$ cat src/sv/kpc_pkg.sv
// Shared types, key codes and constants for the keypad add/subtract calculator.
`default_nettype none

package kpc_pkg;

    // Number of entry digits a user may key in (1 to 4).
    localparam int DIGIT_COUNT = 4;
    // Number of displayed decimal digits.
    localparam int SHOWN_DIGITS = 4;
    localparam int COUNT_W = $clog2(DIGIT_COUNT + 1);

    localparam int SUM_W = 16;
    localparam int VAL_W = 14;   // holds 0..9999
    localparam int MAX_DIGIT = 9;

    // Fixed-point reciprocals for splitting a value below ten thousand.
    // The divide by 1000 needs a finer scale to stay exact up to 9999.
    localparam int RECIP_SHIFT = 20;
    localparam int RECIP_10 = 104858;
    localparam int RECIP_100 = 10486;
    localparam int RECIP_SHIFT_1000 = 24;
    localparam int RECIP_1000 = 16778;
    localparam int PROD_W = 31;

    typedef logic [3:0] digit_t;
    typedef logic [SUM_W-1:0] sum_t;
    typedef logic [VAL_W-1:0] val_t;
    typedef logic [COUNT_W-1:0] count_t;

    typedef enum logic [2:0] {
        KIND_DIGIT       = 3'd0,
        KIND_ADD         = 3'd1,
        KIND_SUB         = 3'd2,
        KIND_EQUALS      = 3'd3,
        KIND_CLEAR_ALL   = 3'd4,
        KIND_CLEAR_ENTRY = 3'd5
    } kind_t;

    typedef enum logic [1:0] {
        PHASE_FIRST  = 2'd0,
        PHASE_SECOND = 2'd1,
        PHASE_RESULT = 2'd2
    } phase_t;

    typedef enum logic [1:0] {
        OP_ADD  = 2'd0,
        OP_SUB  = 2'd1,
        OP_NONE = 2'd2
    } op_t;

    // What travels down the display pipeline with each item.
    typedef struct packed {
        digit_t [SHOWN_DIGITS-1:0] entry;
        logic                      show_sum;
        logic                      result;
        sum_t                      sum;
    } disp_t;

endpackage

`default_nettype wire

$ cat src/sv/keypad_add_sub_calculator.sv
// Top level of the keypad add/subtract calculator: key event in, display item out.
`default_nettype none

// Path: a result item shows on out_valid once its accepted key event has passed the
//   input register, state update, modulo ten thousand, reciprocal split and output register.
// Throughput: one key event per cycle while the output is not stalled; the state update
//   from the input register feeds the calculator state, and each later stage holds one item.
// Reset (rst_n low, asynchronous): entry and sum zero, first-operand phase, no pending
//   operation, all pipeline stages empty.
module keypad_add_sub_calculator (
    input  wire logic               clk,
    input  wire logic               rst_n,
    input  wire logic               in_valid,
    output logic                    in_ready,
    input  wire logic [2:0]         kind,
    input  wire logic [3:0]         digit_value,
    output logic                    out_valid,
    input  wire logic               out_ready,
    output logic [3:0]              shown_ones,
    output logic [3:0]              shown_tens,
    output logic [3:0]              shown_hundreds,
    output logic [3:0]              shown_thousands,
    output logic                    shown_negative,
    output logic                    showing_result,
    output logic signed [15:0]      accumulator
);

    // ------------------------------------------------------------------
    // Stage valid bits and the ready chain. Each stage moves on when the
    // next one is empty or moving, so bubbles close up under a stalled output.
    // ------------------------------------------------------------------
    logic v0_reg, v1_reg, v2_reg, v3_reg, vout_reg;
    logic rdy1, rdy2, rdy3, rdy4;
    logic adv0, adv1, adv2, adv3;

    assign rdy4     = !vout_reg || out_ready;
    assign rdy3     = !v3_reg || rdy4;
    assign rdy2     = !v2_reg || rdy3;
    assign rdy1     = !v1_reg || rdy2;
    assign in_ready = !v0_reg || rdy1;

    assign adv0 = v0_reg && rdy1;
    assign adv1 = v1_reg && rdy2;
    assign adv2 = v2_reg && rdy3;
    assign adv3 = v3_reg && rdy4;

    // ------------------------------------------------------------------
    // Input register: hold the accepted key event.
    // ------------------------------------------------------------------
    kpc_pkg::kind_t  kind_reg;
    kpc_pkg::digit_t dval_reg;

    always_ff @(posedge clk)
    begin
        if (in_valid && in_ready)
        begin
            kind_reg <= kpc_pkg::kind_t'(kind);
            dval_reg <= digit_value;
        end
    end

    // ------------------------------------------------------------------
    // Calculator state. It doubles as the stage-1 payload: the state after
    // an item is exactly what that item must display.
    // ------------------------------------------------------------------
    kpc_pkg::digit_t [kpc_pkg::SHOWN_DIGITS-1:0] entry_reg, entry_next;
    kpc_pkg::count_t count_reg, count_next;
    kpc_pkg::sum_t   sum_reg, sum_next;
    kpc_pkg::phase_t phase_reg, phase_next;
    kpc_pkg::op_t    op_reg, op_next;
    logic            show_reg, show_next;   // display comes from the sum

    // A function key or digit in result phase starts from a cleared entry.
    logic                                        in_result;
    kpc_pkg::digit_t [kpc_pkg::SHOWN_DIGITS-1:0] entry_base;
    kpc_pkg::count_t                             count_base;
    kpc_pkg::val_t                               operand;
    kpc_pkg::sum_t                               sum_plus, sum_minus, sum_fold;
    kpc_pkg::digit_t                             dval_sat;

    assign in_result  = (phase_reg == kpc_pkg::PHASE_RESULT);
    assign entry_base = in_result ? '0 : entry_reg;
    assign count_base = (in_result && kind_reg == kpc_pkg::KIND_DIGIT) ? '0 : count_reg;
    assign dval_sat   = (dval_reg > kpc_pkg::digit_t'(kpc_pkg::MAX_DIGIT))
                      ? kpc_pkg::digit_t'(kpc_pkg::MAX_DIGIT) : dval_reg;

    // Binary value of the entry: a few constant shift-adds.
    assign operand = kpc_pkg::val_t'(entry_base[0])
                   + kpc_pkg::val_t'(entry_base[1]) * kpc_pkg::val_t'(10)
                   + kpc_pkg::val_t'(entry_base[2]) * kpc_pkg::val_t'(100)
                   + kpc_pkg::val_t'(entry_base[3]) * kpc_pkg::val_t'(1000);

    assign sum_plus  = sum_reg + kpc_pkg::sum_t'(operand);
    assign sum_minus = sum_reg - kpc_pkg::sum_t'(operand);
    // In second-operand phase, plus and minus apply the operation armed by the previous key; else they add.
    assign sum_fold  = (phase_reg == kpc_pkg::PHASE_SECOND && op_reg == kpc_pkg::OP_SUB)
                     ? sum_minus : sum_plus;

    // Phase transitions.
    always_comb
    begin
        phase_next = phase_reg;
        case (kind_reg)
            kpc_pkg::KIND_DIGIT:
            begin
                if (in_result)
                    phase_next = kpc_pkg::PHASE_FIRST;
            end
            kpc_pkg::KIND_ADD, kpc_pkg::KIND_SUB:
                phase_next = kpc_pkg::PHASE_SECOND;
            kpc_pkg::KIND_EQUALS:
            begin
                if (op_reg == kpc_pkg::OP_ADD || op_reg == kpc_pkg::OP_SUB)
                    phase_next = kpc_pkg::PHASE_RESULT;
            end
            kpc_pkg::KIND_CLEAR_ALL:
                phase_next = kpc_pkg::PHASE_FIRST;
            default:
                phase_next = phase_reg;
        endcase
    end

    // Entry, count, sum, pending operation and display source.
    always_comb
    begin
        entry_next = entry_reg;
        count_next = count_reg;
        sum_next   = sum_reg;
        op_next    = op_reg;
        show_next  = show_reg;
        case (kind_reg)
            kpc_pkg::KIND_DIGIT:
            begin
                entry_next = entry_base;
                count_next = count_base;
                if (in_result)
                begin
                    show_next = 1'b0;
                    sum_next  = '0;
                end
                // Shift the entry left; drop digits beyond the limit.
                if (count_base < kpc_pkg::count_t'(kpc_pkg::DIGIT_COUNT))
                begin
                    for (int i = 1; i < kpc_pkg::SHOWN_DIGITS; i++)
                    begin
                        if (i <= int'(count_base))
                            entry_next[i] = entry_base[i-1];
                    end
                    entry_next[0] = dval_sat;
                    count_next    = kpc_pkg::count_t'(count_base + 1'b1);
                    show_next     = 1'b0;
                end
            end
            kpc_pkg::KIND_ADD, kpc_pkg::KIND_SUB:
            begin
                sum_next   = sum_fold;
                op_next    = (kind_reg == kpc_pkg::KIND_ADD) ? kpc_pkg::OP_ADD
                                                              : kpc_pkg::OP_SUB;
                count_next = '0;
                entry_next = '0;
                show_next  = 1'b0;
            end
            kpc_pkg::KIND_EQUALS:
            begin
                entry_next = entry_base;
                if (in_result)
                    show_next = 1'b0;
                if (op_reg == kpc_pkg::OP_ADD || op_reg == kpc_pkg::OP_SUB)
                begin
                    sum_next   = (op_reg == kpc_pkg::OP_ADD) ? sum_plus : sum_minus;
                    entry_next = '0;
                    show_next  = 1'b1;
                end
            end
            kpc_pkg::KIND_CLEAR_ALL:
            begin
                entry_next = '0;
                show_next  = 1'b0;
                sum_next   = '0;
                count_next = '0;
            end
            kpc_pkg::KIND_CLEAR_ENTRY:
            begin
                entry_next = '0;
                show_next  = 1'b0;
                count_next = '0;
            end
            default:
            begin
                // Unknown key: hold everything.
                entry_next = entry_reg;
            end
        endcase
    end

    always_ff @(posedge clk or negedge rst_n)
    begin
        if (!rst_n)
        begin
            entry_reg <= '0;
            count_reg <= '0;
            sum_reg   <= '0;
            phase_reg <= kpc_pkg::PHASE_FIRST;
            op_reg    <= kpc_pkg::OP_NONE;
            show_reg  <= 1'b0;
        end
        else if (adv0)
        begin
            entry_reg <= entry_next;
            count_reg <= count_next;
            sum_reg   <= sum_next;
            phase_reg <= phase_next;
            op_reg    <= op_next;
            show_reg  <= show_next;
        end
    end

    // ------------------------------------------------------------------
    // Stage 2: magnitude of the sum modulo ten thousand.
    // ------------------------------------------------------------------
    kpc_pkg::sum_t  mag;
    kpc_pkg::val_t  rem_mod;
    kpc_pkg::disp_t disp1;
    kpc_pkg::disp_t disp2_reg;
    kpc_pkg::val_t  rem2_reg;

    assign mag = sum_reg[kpc_pkg::SUM_W-1] ? kpc_pkg::sum_t'(-sum_reg) : sum_reg;

    always_comb
    begin
        if (mag >= kpc_pkg::sum_t'(30000))
            rem_mod = kpc_pkg::val_t'(mag - kpc_pkg::sum_t'(30000));
        else if (mag >= kpc_pkg::sum_t'(20000))
            rem_mod = kpc_pkg::val_t'(mag - kpc_pkg::sum_t'(20000));
        else if (mag >= kpc_pkg::sum_t'(10000))
            rem_mod = kpc_pkg::val_t'(mag - kpc_pkg::sum_t'(10000));
        else
            rem_mod = kpc_pkg::val_t'(mag);
    end

    assign disp1.entry    = entry_reg;
    assign disp1.show_sum = show_reg;
    assign disp1.result   = (phase_reg == kpc_pkg::PHASE_RESULT);
    assign disp1.sum      = sum_reg;

    always_ff @(posedge clk)
    begin
        if (adv1)
        begin
            disp2_reg <= disp1;
            rem2_reg  <= rem_mod;
        end
    end

    // ------------------------------------------------------------------
    // Stage 3: quotients by 10, 100 and 1000 through reciprocal multiplies.
    // ------------------------------------------------------------------
    logic [kpc_pkg::PROD_W-1:0] p10, p100, p1000;
    kpc_pkg::disp_t disp3_reg;
    kpc_pkg::val_t  rem3_reg;
    logic [9:0]     q10_reg;
    logic [6:0]     q100_reg;
    logic [3:0]     q1000_reg;

    assign p10   = kpc_pkg::PROD_W'(rem2_reg) * kpc_pkg::PROD_W'(kpc_pkg::RECIP_10);
    assign p100  = kpc_pkg::PROD_W'(rem2_reg) * kpc_pkg::PROD_W'(kpc_pkg::RECIP_100);
    assign p1000 = kpc_pkg::PROD_W'(rem2_reg) * kpc_pkg::PROD_W'(kpc_pkg::RECIP_1000);

    always_ff @(posedge clk)
    begin
        if (adv2)
        begin
            disp3_reg <= disp2_reg;
            rem3_reg  <= rem2_reg;
            q10_reg   <= 10'(p10 >> kpc_pkg::RECIP_SHIFT);
            q100_reg  <= 7'(p100 >> kpc_pkg::RECIP_SHIFT);
            q1000_reg <= 4'(p1000 >> kpc_pkg::RECIP_SHIFT_1000);
        end
    end

    // ------------------------------------------------------------------
    // Stage 4: digits from quotient differences, then pick entry or sum.
    // ------------------------------------------------------------------
    kpc_pkg::val_t   ten_q10, ten_q100, ten_q1000;
    kpc_pkg::digit_t sum_ones, sum_tens, sum_hundreds;
    kpc_pkg::digit_t ones_reg, tens_reg, hundreds_reg, thousands_reg;
    logic            neg_reg, result_reg;
    kpc_pkg::sum_t   acc_reg;

    assign ten_q10   = kpc_pkg::val_t'(q10_reg) * kpc_pkg::val_t'(10);
    assign ten_q100  = kpc_pkg::val_t'(q100_reg) * kpc_pkg::val_t'(10);
    assign ten_q1000 = kpc_pkg::val_t'(q1000_reg) * kpc_pkg::val_t'(10);

    assign sum_ones     = kpc_pkg::digit_t'(rem3_reg - ten_q10);
    assign sum_tens     = kpc_pkg::digit_t'(kpc_pkg::val_t'(q10_reg) - ten_q100);
    assign sum_hundreds = kpc_pkg::digit_t'(kpc_pkg::val_t'(q100_reg) - ten_q1000);

    always_ff @(posedge clk)
    begin
        if (adv3)
        begin
            if (disp3_reg.show_sum)
            begin
                ones_reg      <= sum_ones;
                tens_reg      <= sum_tens;
                hundreds_reg  <= sum_hundreds;
                thousands_reg <= q1000_reg;
            end
            else
            begin
                ones_reg      <= disp3_reg.entry[0];
                tens_reg      <= disp3_reg.entry[1];
                hundreds_reg  <= disp3_reg.entry[2];
                thousands_reg <= disp3_reg.entry[3];
            end
            // The sign flag only survives while the sum is on display.
            neg_reg    <= disp3_reg.show_sum && disp3_reg.sum[kpc_pkg::SUM_W-1];
            result_reg <= disp3_reg.result;
            acc_reg    <= disp3_reg.sum;
        end
    end

    // Valid bits: advance on the ready chain, drop when taken.
    always_ff @(posedge clk or negedge rst_n)
    begin
        if (!rst_n)
        begin
            v0_reg   <= 1'b0;
            v1_reg   <= 1'b0;
            v2_reg   <= 1'b0;
            v3_reg   <= 1'b0;
            vout_reg <= 1'b0;
        end
        else
        begin
            if (in_ready)
                v0_reg <= in_valid;
            if (rdy1)
                v1_reg <= v0_reg;
            if (rdy2)
                v2_reg <= v1_reg;
            if (rdy3)
                v3_reg <= v2_reg;
            if (rdy4)
                vout_reg <= v3_reg;
        end
    end

    assign out_valid       = vout_reg;
    assign shown_ones      = ones_reg;
    assign shown_tens      = tens_reg;
    assign shown_hundreds  = hundreds_reg;
    assign shown_thousands = thousands_reg;
    assign shown_negative  = neg_reg;
    assign showing_result  = result_reg;
    assign accumulator     = $signed(acc_reg);

    // ------------------------------------------------------------------
    // Assertions
    // ------------------------------------------------------------------
    // The sum is only ever on display in result phase.
    a_show_in_result: assert property (@(posedge clk) disable iff (!rst_n)
        show_reg |-> (phase_reg == kpc_pkg::PHASE_RESULT))
        else $error("sum display outside result phase");

    // Entry digits stay decimal.
    a_entry_decimal: assert property (@(posedge clk) disable iff (!rst_n)
        (entry_reg[0] <= 4'd9) && (entry_reg[1] <= 4'd9) &&
        (entry_reg[2] <= 4'd9) && (entry_reg[3] <= 4'd9))
        else $error("entry digit above nine");

    // The digit count never passes the entry limit.
    a_count_limit: assert property (@(posedge clk) disable iff (!rst_n)
        count_reg <= kpc_pkg::count_t'(kpc_pkg::DIGIT_COUNT))
        else $error("digit count beyond limit");

    // Every displayed digit, including those split from the sum, is decimal.
    a_out_decimal: assert property (@(posedge clk) disable iff (!rst_n)
        out_valid |-> ((shown_ones <= 4'd9) && (shown_tens <= 4'd9) &&
                       (shown_hundreds <= 4'd9) && (shown_thousands <= 4'd9)))
        else $error("displayed digit above nine");

    // A negative sign is shown only with a result.
    a_neg_result: assert property (@(posedge clk) disable iff (!rst_n)
        (out_valid && shown_negative) |-> showing_result)
        else $error("sign flag without result");

endmodule

`default_nettype wire
$ cat config.mk
export PLATFORM = sky130hd
export DESIGN_NAME = keypad_add_sub_calculator
export DESIGN_NICKNAME = d
export VERILOG_FILES = /design/src/sv/kpc_pkg.sv /design/src/sv/keypad_add_sub_calculator.sv
export SDC_FILE = /design/constraint.sdc
export NUM_CORES = 1
export LEC_CHECK = 0
export ABC_AREA = 1
export BUFFER_PORTS_ARGS = -buffer_cell sky130_fd_sc_hd__clkbuf_2
export CORE_ASPECT_RATIO = 1.4
export CORE_MARGIN = 2
export CORE_UTILIZATION = 45
export CTS_CLUSTER_DIAMETER = 60
export CTS_CLUSTER_SIZE = 30
export DETAILED_ROUTE_END_ITERATION = 6
export SYNTH_ARGS = -nofsm -noshare
export SYNTH_HDL_FRONTEND = slang
export SYNTH_SLANG_ARGS = --single-unit
$ cat constraint.sdc
create_clock -name clk -period 5.9 [get_ports clk]
set_input_delay 0.885 -clock clk [delete_from_list [all_inputs] [get_ports clk]]
set_output_delay 0.885 -clock clk [all_outputs]
set_load 0.01 [all_outputs]
# Word level (Yosys, flattened, before mapping)
# Index checks and enable logic that the tools add are counted.
# W data, S select, Z words.
[word_totals]
regBits = 193
inputBits = 11
out_inout_bits = 36
elab_cells = 144
[classes]
n_addsub = 13
multipliers = 9
n_lt_le_gt_ge = 8
n_eq_ne = 10
muxes = 32
n_reduce_logical = 30
[ops]
columns = ["cell", "count"]
rows = [
  ["$mux W16", 8],
  ["$pmux W16 S4", 1],
  ["$pmux W16 S3", 1],
  ["$mux W14", 3],
  ["$ge A16 B15 Y1 const B", 2],
  ["$mux W4", 8],
  ["$mul A14 B16 Y29 const B", 1],
  ["$sub A14 B14 Y14 const B", 2],
  ["$mul A14 B14 Y27 const B", 1],
  ["$mul A14 B13 Y26 const B", 1],
  ["$add A16 B14 Y16", 1],
  ["$ge A16 B14 Y1 const B", 1],
  ["$neg A16 Y16", 1],
  ["$sub A16 B14 Y16", 1],
  ["$add A12 B14 Y14", 1],
  ["$sub A14 B12 Y14 const B", 1],
  ["$add A9 B11 Y12", 1],
  ["$sub A4 B4 Y4", 3],
  ["$mul A4 B7 Y11 const B", 1],
  ["$mul A10 B3 Y3 const B", 1],
  ["$add A4 B8 Y9", 1],
  ["$mul A4 B5 Y9 const B", 1],
  ["$logic_and A1 B1 Y1", 8],
  ["$pmux W2 S4", 1],
  ["30 further kinds", 51],
]

# Logic depth before layout (Yosys ltp)
# Gate-level depths: netlist (run 1).
[logic_depth]
depth_word = 10
ltp_mapped = 39
mapped_depth_nobuf = 39

# Least setup slack after synthesis (run 1)
# OpenSTA, ideal clock, no wires.
[synth_timing]
path_kind = "reg2reg"
from = "reg phase_reg[0]"
to = "reg sum_reg[14]"
setup_time_ps = 117
t_arrival_ps = 5992
required_time_ps = 5783
setup_slack_ps = -209
stages_incl_launch_ff = 36
path_buffers = 2
synth_period_minus_slack_ps = 6109
cell_sequence = "dfrtp_1 nor2_1 clkbuf_1 clkbuf_1 nor2_1 ha_1 ha_1 inv_1 fa_1 xor2_1 fa_1 inv_1 ha_1 ha_1 a21oi_1 nand2_1 nand2_1 nand2_1 a21oi_1 o21ai_0 a21o_1 a21oi_1 xor2_1 inv_1 ha_1 inv_1 nand2_1 nor2_1 a221oi_1 nand2_1 nand2_1 nand2_1 nand2_1 nand3_1 nor2_1 nor2_1"
[synth_lines]
columns = ["item", "line", "text"]
rows = [
  ["start, declared", "keypad_add_sub_calculator.sv:69", "kpc_pkg::phase_t phase_reg, phase_next;"],
  ["start signal, assigned", "keypad_add_sub_calculator.sv:203", "phase_reg <= kpc_pkg::PHASE_FIRST;"],
  ["start signal, assigned", "keypad_add_sub_calculator.sv:212", "phase_reg <= phase_next;"],
  ["end signal, assigned", "keypad_add_sub_calculator.sv:211", "sum_reg <= sum_next;"],
  ["end, declared", "keypad_add_sub_calculator.sv:68", "kpc_pkg::sum_t sum_reg, sum_next;"],
]

# Worst setup path in the final report (run 1)
[layout_timing]
from = "reg phase_reg[0]"
to = "reg sum_reg[13]"
[layout_via]
elab_chain_cells = 10
elab_cells_between_ends = 18
classes_between = "add/sub (5); mul (3); eq/ne (3); mux (5); reduce/logical (2)"
[layout_rtl]
columns = ["item", "line", "text"]
rows = [
  ["$eq A2 B2 Y1", "keypad_add_sub_calculator.sv:81", "assign in_result = (phase_reg == kpc_pkg::PHASE_RESULT);"],
  ["$mux W16", "keypad_add_sub_calculator.sv:82", "assign entry_base = in_result ? '0 : entry_reg;"],
  ["$mul A4 B3 Y7", "keypad_add_sub_calculator.sv:89", "+ kpc_pkg::val_t'(entry_base[1]) * kpc_pkg::val_t'(10)"],
  ["$add A4 B8 Y9", "keypad_add_sub_calculator.sv:89", ""],
  ["$add A9 B11 Y12", "keypad_add_sub_calculator.sv:90", "+ kpc_pkg::val_t'(entry_base[2]) * kpc_pkg::val_t'(100)"],
  ["$add A12 B14 Y14", "keypad_add_sub_calculator.sv:91", "+ kpc_pkg::val_t'(entry_base[3]) * kpc_pkg::val_t'(1000);"],
  ["$sub A16 B14 Y16 / $add A16 B14 Y16 (equally long branches)", "keypad_add_sub_calculator.sv:94, keypad_add_sub_calculator.sv:93", ""],
  ["$mux W16", "keypad_add_sub_calculator.sv:170", "sum_next = (op_reg == kpc_pkg::OP_ADD) ? sum_plus : sum_minus;"],
  ["$mux W16", "keypad_add_sub_calculator.sv:168", "if (op_reg == kpc_pkg::OP_ADD || op_reg == kpc_pkg::OP_SUB)"],
  ["$pmux W16 S4", "keypad_add_sub_calculator.sv:131", "case (kind_reg)"],
]
# Several ways; a longest one is shown, not always the timed one. The select of a mux whose other input is x is not followed.
# A chain may end at the register's enable or synchronous reset.

==> results of run 1 <==
[cells in the final DEF (no fill, tap or decap), types with 8 or more instances in the layout]
cell type and count:
inv_2 19, dfrtp_1 44, o21ai_0 97, nand2_4 8, nor2_4 13, a21oi_1 110, nor4_1 11, a21oi_2 14
nand2_2 15, ha_1 294, nor2_2 16, clkbuf_16 18, ha_4 19, xnor2_1 20, o211ai_1 12, edfxtp_1 137
a22oi_1 13, nand3_1 84, o21ai_1 14, fa_1 153, nand2_1 342, inv_1 456, clkbuf_2 46, buf_4 94
xor2_1 41, nor2_1 127, nand4_1 14
[routing by layer]
layer  wire (µm)  track usage  vias up  share of wire
met1       19110       0.2409     7146           0.38
li1            -            -     7381              -
met4        2813       0.1222        0          0.056
met3        1050      0.01919      108          0.021
met2       27230       0.4331      281           0.54
met5           0            0        -              0
[critical path, delay by kind of cell (launching register included)]
kind,cells,cell delay (ps)
adder cells (fa/ha/maj),6,2270
AND/OR/NAND/NOR,7,610
AO/OA/AOI/OAI,9,1270
flip-flops,1,410
buffers and inverters,7,800
XOR/XNOR,1,210
[metrics by stage]
stage / area (µm²) / setup slack (ps) / setup TNS (ps)
floorplan: 19500 / 28.98 / 0
global placement: 20980 / -84.04 / -140.3
detailed placement: 20980 / -167.5 / -488.8
CTS: 21630 / 14.17 / 0
global route: 22110 / -77.21 / -213.3
finish: 22110 / 195.9 / 0
[timing repair]
| action | CTS | global route |
|---|---|---|
| gates resized for setup | 14 | 82 |
| setup endpoints to repair | 5 | 7 |
| pin swaps | 4 | 31 |
| hold buffers | 0 | 0 |
| buffers inserted | 0 | 6 |
[worst paths after layout]
path / startpoint / to / slack (ps) / cells after the start
min reg2reg: disp2_reg[26] / disp3_reg[26] / 420 / 0
max reg2reg: phase_reg[0] / sum_reg[13] / 200 / 30
max: phase_reg[0] / sum_reg[13] / 200 / 30
max in group asynchronous: rst_n / sum_reg[11] / 4880 / 2
min: disp2_reg[26] / disp3_reg[26] / 420 / 0
min in group asynchronous: rst_n / count_reg[0] / 530 / 2
[area by class of cell]
type	instances	area [µm²]
Tap cell	552	690.7
Sequential cell	182	5241
Clock buffer	19	454.2
Clock inverter	13	128.9
Fill cell	3994	20800
Inverter	478	1813
Timing Repair Buffer	141	947.2
Multi-Input combinational cell	1508	12830
[cell families (layout without fill, tap and decap cells)]
family / count (synthesis) / after routing / synth area share
buf+inv: 500 / 651 / 0.09881
flops: 182 / 182 / 0.2690
xor+xnor: 66 / 66 / 0.03063
simple gates: 661 / 661 / 0.1488
compound gates: 310 / 310 / 0.09072
fa+ha+maj: 471 / 471 / 0.3621
==> results.ini, run 1 <==
[synth]
synth_cells=2190
synth_area_leaders=edfxtp_1 (21%), ha_1 (20%), fa_1 (16%)
synth_edf_count=137
yosys.area.top_type=edfxtp_1
synth_nets=2672
netlist_area_um2=19490
synth_commonest_cells=inv_1 (466), nand2_1 (345), ha_1 (316), fa_1 (155), nor2_1 (141)
synth-async-reset-ratio=0.2473
yosys_warnings=0
yosysUniqueCellTypes=57
syn-mean-instance-area_um2=8.898
yosysMostFrequentCell=inv_1
yosys.area.top_type_share=0.2111
ys_ff_latch=182
ys_seq_area_frac=0.2690
synthFlopType=edfxtp_1

[place]
finalWeightedCongestion=0.9351
dpl.cell_count=2855
io_buffers=46
detailed_place_hpwl_um=41760

[critical_path]
slowest_stage=fa_1
critPathKind=reg -> reg
critical_path_peak_fanout=6
crit_top_cell=buf_4
end_kind=flip-flop
worstPathArrival_ps=6010
worst_ep_required_time_ps=6200
critPathMaxStageDelay_ps=550
cp-start-kind=flip-flop

[floorplan]
initial_core_util=0.4542
rows=90
die_h_um=250.2
num_io_pins=47
core_area_um2=42900
die_w_um=179.9
die_area_um2=45010

[sta]
setup_violations=0
period_needed_ps=5704
timing.hold.ws_ps=420.0
max_freq_mhz=175.3
worst_pin_slew_ps=1064
hold_violations=0
slew_headroom=0.2909
skew_ps=16.16
finalMaxSlewViolations=0
timing.final.crit_share=0.9668

[clock_tree]
clock_latency_ps=450
cts_buffer_depth=2
cts_sinks=182
clkTransAtPathRegs_ps=70
cts_tree=built
numCtsBuffers=17
cts_root_buffer=clkbuf_16
htreeDepth=4

[finish]
final_cells=2893
drive_above_1_share=0.1346
area_delta_synth_final_pct=13.43
antenna_cells=0
utilization=0.5152
fin_nets=2810

[global_routing]
grt_max_degree=50
track_usage=0.2251
grt_pass1_wl_um=79440
overflow=0
antenna_found_initial=0
grt_pass1_vias=15481

[drt]
postRouteAntennaNets=0
wl_per_cell_um=17.35
first_iter_violations=817
viasPerCell=5.156
drc=0
routed-via-count=14916
firstDrtPassIters=5
drt-total-wl_um=50210

[run_status]
status=complete, no violations

[hold_path]
min_path_type=reg -> reg

[job]
cap_violations=0

Power of run 1 is not shown: default switching activity piles up to over one toggle a cycle in this logic, so the estimate is an artifact.
==> inputs of run 2 (changes only) <==
--- a/config.mk
+++ b/config.mk
@@ -7,12 +7,14 @@
 export LEC_CHECK = 0
 export ABC_AREA = 1
 export BUFFER_PORTS_ARGS = -buffer_cell sky130_fd_sc_hd__clkbuf_2
+export CAP_MARGIN = 20
 export CORE_ASPECT_RATIO = 1.4
 export CORE_MARGIN = 2
 export CORE_UTILIZATION = 45
 export CTS_CLUSTER_DIAMETER = 60
 export CTS_CLUSTER_SIZE = 30
 export DETAILED_ROUTE_END_ITERATION = 6
+export PLACE_DENSITY_LB_ADDON = 0.08
 export SYNTH_ARGS = -nofsm -noshare
 export SYNTH_HDL_FRONTEND = slang
 export SYNTH_SLANG_ARGS = --single-unit
==> constraint.sdc (replaced) <==
create_clock -name clk -period 6.6 [get_ports clk]
set_input_delay 0.99 -clock clk [delete_from_list [all_inputs] [get_ports clk]]
set_output_delay 0.99 -clock clk [all_outputs]
set_load 0.01 [all_outputs]
==> run 2 against run 1 <==
Clock skew is essentially flat. Wire length grew 5.5%. Sequential cell count is the same. Non-clock buffer count shrank 74. Sequential share of layout area grew 1.1 points. Worst hold slack lost 5.3 ps.
==> results.ini, run 2 (synthesized netlist as in run 1, its figures left out) <==
[critical_path]
r2r_start=phase_reg[1]
critical_path_peak_fanout=5  ; -1
end_kind=flip-flop
cp_top_family=adder cells
rr_worst_depth=37  ; +23%
critPathKind=reg -> reg
worst_ep_required_time_ps=6950  ; +750 ps
slowest_stage=fa_1
critPathBufInv=9  ; +2
cp-start-kind=flip-flop
worstPathArrival_ps=6450  ; +440 ps
crit_top_cell=inv_1
r2r-end=sum_reg[15]
rrSetupSlack_ps=500  ; +300 ps
critPathMaxStageDelay_ps=540  ; about the same

[sta]
setup_slack_ps=496.4  ; +300.5 ps
timing.final.crit_share=0.9248  ; -0.04201
period_needed_ps=6104  ; +399.5 ps
setup_violations=0  ; unchanged
hold_violations=0  ; unchanged
finalMaxSlewViolations=0  ; unchanged
max_freq_mhz=163.8  ; -6.5%
slew_headroom=0.3868  ; +0.09591
worst_pin_slew_ps=918.7  ; -144.9 ps
timing.setup.tns_ps=0  ; unchanged
skew_ps=16.36  ; +0.1994 ps

[global_routing]
grt_max_degree=50  ; unchanged
grt_pass1_wl_um=84550  ; +6.4%
track_usage=0.2431  ; +0.01804
antenna_found_initial=0  ; unchanged
grt_pass1_vias=15693  ; +1.4%
overflow=0  ; unchanged

[job]
cap_violations=0  ; unchanged

[place]
io_buffers=46  ; unchanged
preCtsSetupSlack_ps=151.7  ; +319.2 ps
detailed_place_hpwl_um=44000  ; +5.4%
finalWeightedCongestion=0.8902  ; -4.8%

[hold_path]
hold_start=disp3_reg[1]
hold-path-endpoint=accumulator[1]
hold_depth=0  ; unchanged
min_path_type=reg -> reg

[drt]
drt-total-wl_um=52940  ; +5.5%
first_iter_violations=731  ; -11%
drc=0  ; unchanged
wl_per_cell_um=18.78  ; +8.2%
routed-via-count=14756  ; -1.1%
viasPerCell=5.234  ; +1.5%
firstDrtPassIters=6  ; +1
postRouteAntennaNets=0  ; unchanged

[clock_tree]
clkTransAtPathRegs_ps=80  ; about the same
clock_latency_ps=460  ; about the same
numCtsBuffers=17  ; unchanged
cts_tree=built
cts_root_buffer=clkbuf_16
htreeDepth=4  ; unchanged
cts_sinks=182  ; unchanged
cts_buffer_depth=2  ; unchanged

[finish]
fill_cells=4126  ; +3.3%
mostFrequentLayoutCells=inv_1 (463), nand2_1 (345), ha_1 (312)
fin_nets=2736  ; -2.6%
area_delta_synth_final_pct=8.597
antenna_cells=0  ; unchanged
drive_above_1_share=0.08161  ; -0.05295
final_common_cell=inv_1

[floorplan]
core_area_um2=42900  ; unchanged
die_area_um2=45010  ; unchanged
die_h_um=250.2  ; unchanged
rows=90  ; unchanged
die_w_um=179.9  ; unchanged
num_io_pins=47  ; unchanged
initial_core_util=0.4542  ; unchanged

[run_status]
status=complete, no violations

run 2: layer usage:
metal,part of all wire,global-route usage,wire length [µm]
met5,0,0,0
met3,0.018,0.02021,947
met4,0.046,0.1099,2425
met2,0.55,0.4768,29340
met1,0.38,0.2617,20230
run 2: how the worst max path moves through the flow:
stage                       startpoint          end  depth (start not counted)
after floorplan           phase_reg[0]  sum_reg[14]                         35
after global placement    phase_reg[0]  sum_reg[14]                         35
after detailed placement  phase_reg[1]  sum_reg[14]                         36
after CTS                 phase_reg[1]  sum_reg[14]                         36
after global routing      phase_reg[1]  sum_reg[14]                         36
final                     phase_reg[1]  sum_reg[15]                         37
run 2: layout make-up:
cell class,instances,area (µm²),share of cell area
flip-flops and latches,182,5241,0.2477
inverters,478,1810,0.08555
clock buffers,17,425.4,0.02010
clock inverters,15,177.7,0.008395
well taps,552,690.7,0.03264
repair buffers,67,400.4,0.01892
multi-input cells,1508,12420,0.5867
run 2: timing repair:
action / in CTS / in global routing
hold buffers: 0 / 0
setup endpoints to repair: 0 / 5
gates resized for setup: 0 / 20
setup buffers: 0 / 0
run 2: through the flow:
stage	utilization	area [µm²]	hold WS (ps)	cells
2_1_floorplan	-	19490	400.3	2190
3_3_place_gp	0.4767	20450	400.2	2786
3_5_place_dp	0.4767	20450	404.5	2786
4_1_cts	0.4907	21050	413.6	2818
5_1_grt	0.4933	21160	426.5	2819
6_report	0.4933	21160	414.7	2819
Power of run 2 is left out for the same reason.
==> inputs of run 3 (changes only) <==
--- a/config.mk
+++ b/config.mk
@@ -7,14 +7,14 @@
 export LEC_CHECK = 0
 export ABC_AREA = 1
 export BUFFER_PORTS_ARGS = -buffer_cell sky130_fd_sc_hd__clkbuf_2
-export CAP_MARGIN = 20
+export CAP_MARGIN = 10
 export CORE_ASPECT_RATIO = 1.4
 export CORE_MARGIN = 2
 export CORE_UTILIZATION = 45
 export CTS_CLUSTER_DIAMETER = 60
 export CTS_CLUSTER_SIZE = 30
 export DETAILED_ROUTE_END_ITERATION = 6
-export PLACE_DENSITY_LB_ADDON = 0.08
+export PLACE_DENSITY = 0.63
 export SYNTH_ARGS = -nofsm -noshare
 export SYNTH_HDL_FRONTEND = slang
 export SYNTH_SLANG_ARGS = --single-unit
==> run 3 against run 2 <==
Global-route usage is 1.9 points lower. Worst hold slack better by 3.3 ps. Sequential share of layout area is 0.051 points lower. Register-to-register slack worse by 40 ps. Worst setup slack worse by 43 ps. Critical path type unchanged. Largest cell class unchanged.
==> results.ini, run 3 (synthesized netlist as in run 1, its figures left out) <==
[floorplan]
die_h_um=250.2  ; unchanged
core_area_um2=42900  ; unchanged
num_io_pins=47  ; unchanged
rows=90  ; unchanged
initial_core_util=0.4542  ; unchanged
die_area_um2=45010  ; unchanged
die_w_um=179.9  ; unchanged

[finish]
regArea_um2=5241  ; unchanged
fin_nets=2737  ; +0.037%
final_common_cell=inv_1
fill_cells=4031  ; -2.3%
mostFrequentLayoutCells=inv_1 (462), nand2_1 (345), ha_1 (312)
antenna_cells=0  ; unchanged
area_delta_synth_final_pct=8.822
stdcell_area_um2=21210  ; +0.21%
final_cells=2820  ; +0.035%
multi_input_area_um2=12430  ; +0.12%
drive_above_1_share=0.08201  ; +0.0004049

[critical_path]
rr_worst_depth=28  ; -24%
critPathMaxStageDelay_ps=550  ; about the same
r2r_start=phase_reg[1]
r2r-end=sum_reg[12]
critical_path_peak_fanout=21  ; +16
worst_ep_required_time_ps=6920  ; -30 ps
worstPathArrival_ps=6460  ; about the same
end_kind=flip-flop
critPathKind=reg -> reg
slowest_stage=fa_1
cp-start-kind=flip-flop
rrSetupSlack_ps=450  ; -40 ps

[sta]
skew_ps=14.06  ; -2.299 ps
max_freq_mhz=162.7  ; -0.70%
timing.final.crit_share=0.9313  ; +0.006476
worst_pin_slew_ps=872.7  ; -46.04 ps
setup_slack_ps=453.6  ; -42.74 ps
setup_violations=0  ; unchanged
slew_headroom=0.4176  ; +0.03073
period_needed_ps=6146  ; +42.74 ps
hold_violations=0  ; unchanged
finalMaxSlewViolations=0  ; unchanged

[global_routing]
antenna_found_initial=0  ; unchanged
grt_pass1_vias=15598  ; -0.61%
track_usage=0.2239  ; -0.01924
grt_max_degree=48  ; -4.0%
grt_pass1_wl_um=79850  ; -5.6%
overflow=0  ; unchanged

[drt]
routed-via-count=14797  ; +0.28%
drt-total-wl_um=49120  ; -7.2%
wl_per_cell_um=17.42  ; -7.2%
firstDrtPassIters=5  ; -1
postRouteAntennaNets=0  ; unchanged
viasPerCell=5.247  ; +0.24%
first_iter_violations=783  ; +7.1%
drc=0  ; unchanged

[hold_path]
min_path_type=reg -> reg
hold_depth=0  ; unchanged
hold_start=disp2_reg[18]
hold-path-endpoint=disp3_reg[18]

[clock_tree]
cts_root_buffer=clkbuf_16
cts_sinks=182  ; unchanged
numCtsBuffers=17  ; unchanged
clkTransAtPathRegs_ps=70  ; about the same
htreeDepth=4  ; unchanged
cts_tree=built
clock_latency_ps=460  ; about the same
cts_buffer_depth=2  ; unchanged

[place]
placed_cell_area_um2=20460  ; about the same
preCtsSetupSlack_ps=275.4  ; +123.8 ps
finalWeightedCongestion=0.9109  ; +2.3%
io_buffers=46  ; unchanged
detailed_place_hpwl_um=40270  ; -8.5%
dpl.cell_count=2787  ; +0.036%

[run_status]
status=complete, no violations

[job]
cap_violations=0  ; unchanged

## run 3: routing by layer
metal	global-route usage	up-vias	wire length, µm
li1	-	7237	-
met1	0.2436	7151	19040
met2	0.4373	292	26970
met3	0.01846	117	1040
met4	0.09872	0	2079
met5	0	-	0
## run 3: what timing repair did
action                                 in CTS  in global routing
setup buffers                               0                  1
setup endpoints to repair                   0                  6
endpoints found under the hold margin       0                  0
hold buffers                                0                  0
resized for setup                           0                 21
## run 3: cell type report
cell class              instances  share of cell area
repair buffers                 68             0.01882
flip-flops and latches        182              0.2472
clock buffers                  17             0.02006
well taps                     552             0.03257
clock inverters                15            0.009794
inverters                     478             0.08537
multi-input cells            1508              0.5862
## run 3: how the worst max path moves through the flow
stage / from / to / slack (ps) / cells past startpoint
2_1_floorplan: phase_reg[0] / sum_reg[14] / 490 / 35
3_3_place_gp: phase_reg[1] / sum_reg[14] / 390 / 36
3_5_place_dp: phase_reg[0] / sum_reg[14] / 280 / 35
4_1_cts: phase_reg[0] / sum_reg[14] / 250 / 35
5_1_grt: phase_reg[1] / sum_reg[13] / -20 / 36
6_report: phase_reg[1] / sum_reg[12] / 450 / 28
## run 3: critical path, delay by kind of cell, from the launching register on
kind,cells,cell delay [ps]
DFF,1,370
adders and majority gates,6,2540
buffers and inverters,5,550
and+or+nand+nor,10,1030
xor gates and xnor gates,1,400
AOI/OAI and AO/OA,6,1120
## run 3: per-stage QoR
stage | hold WS, ps | setup TNS [ps] | util
6_report | 418.0 | 0 | 0.4943
5_1_grt | 424.9 | -39.46 | 0.4943
4_1_cts | 420.9 | 0 | 0.4916
3_5_place_dp | 404.5 | 0 | 0.4768
3_3_place_gp | 400.5 | 0 | 0.4768
2_1_floorplan | 400.3 | 0 | -
Power of run 3 is left out for the same reason.
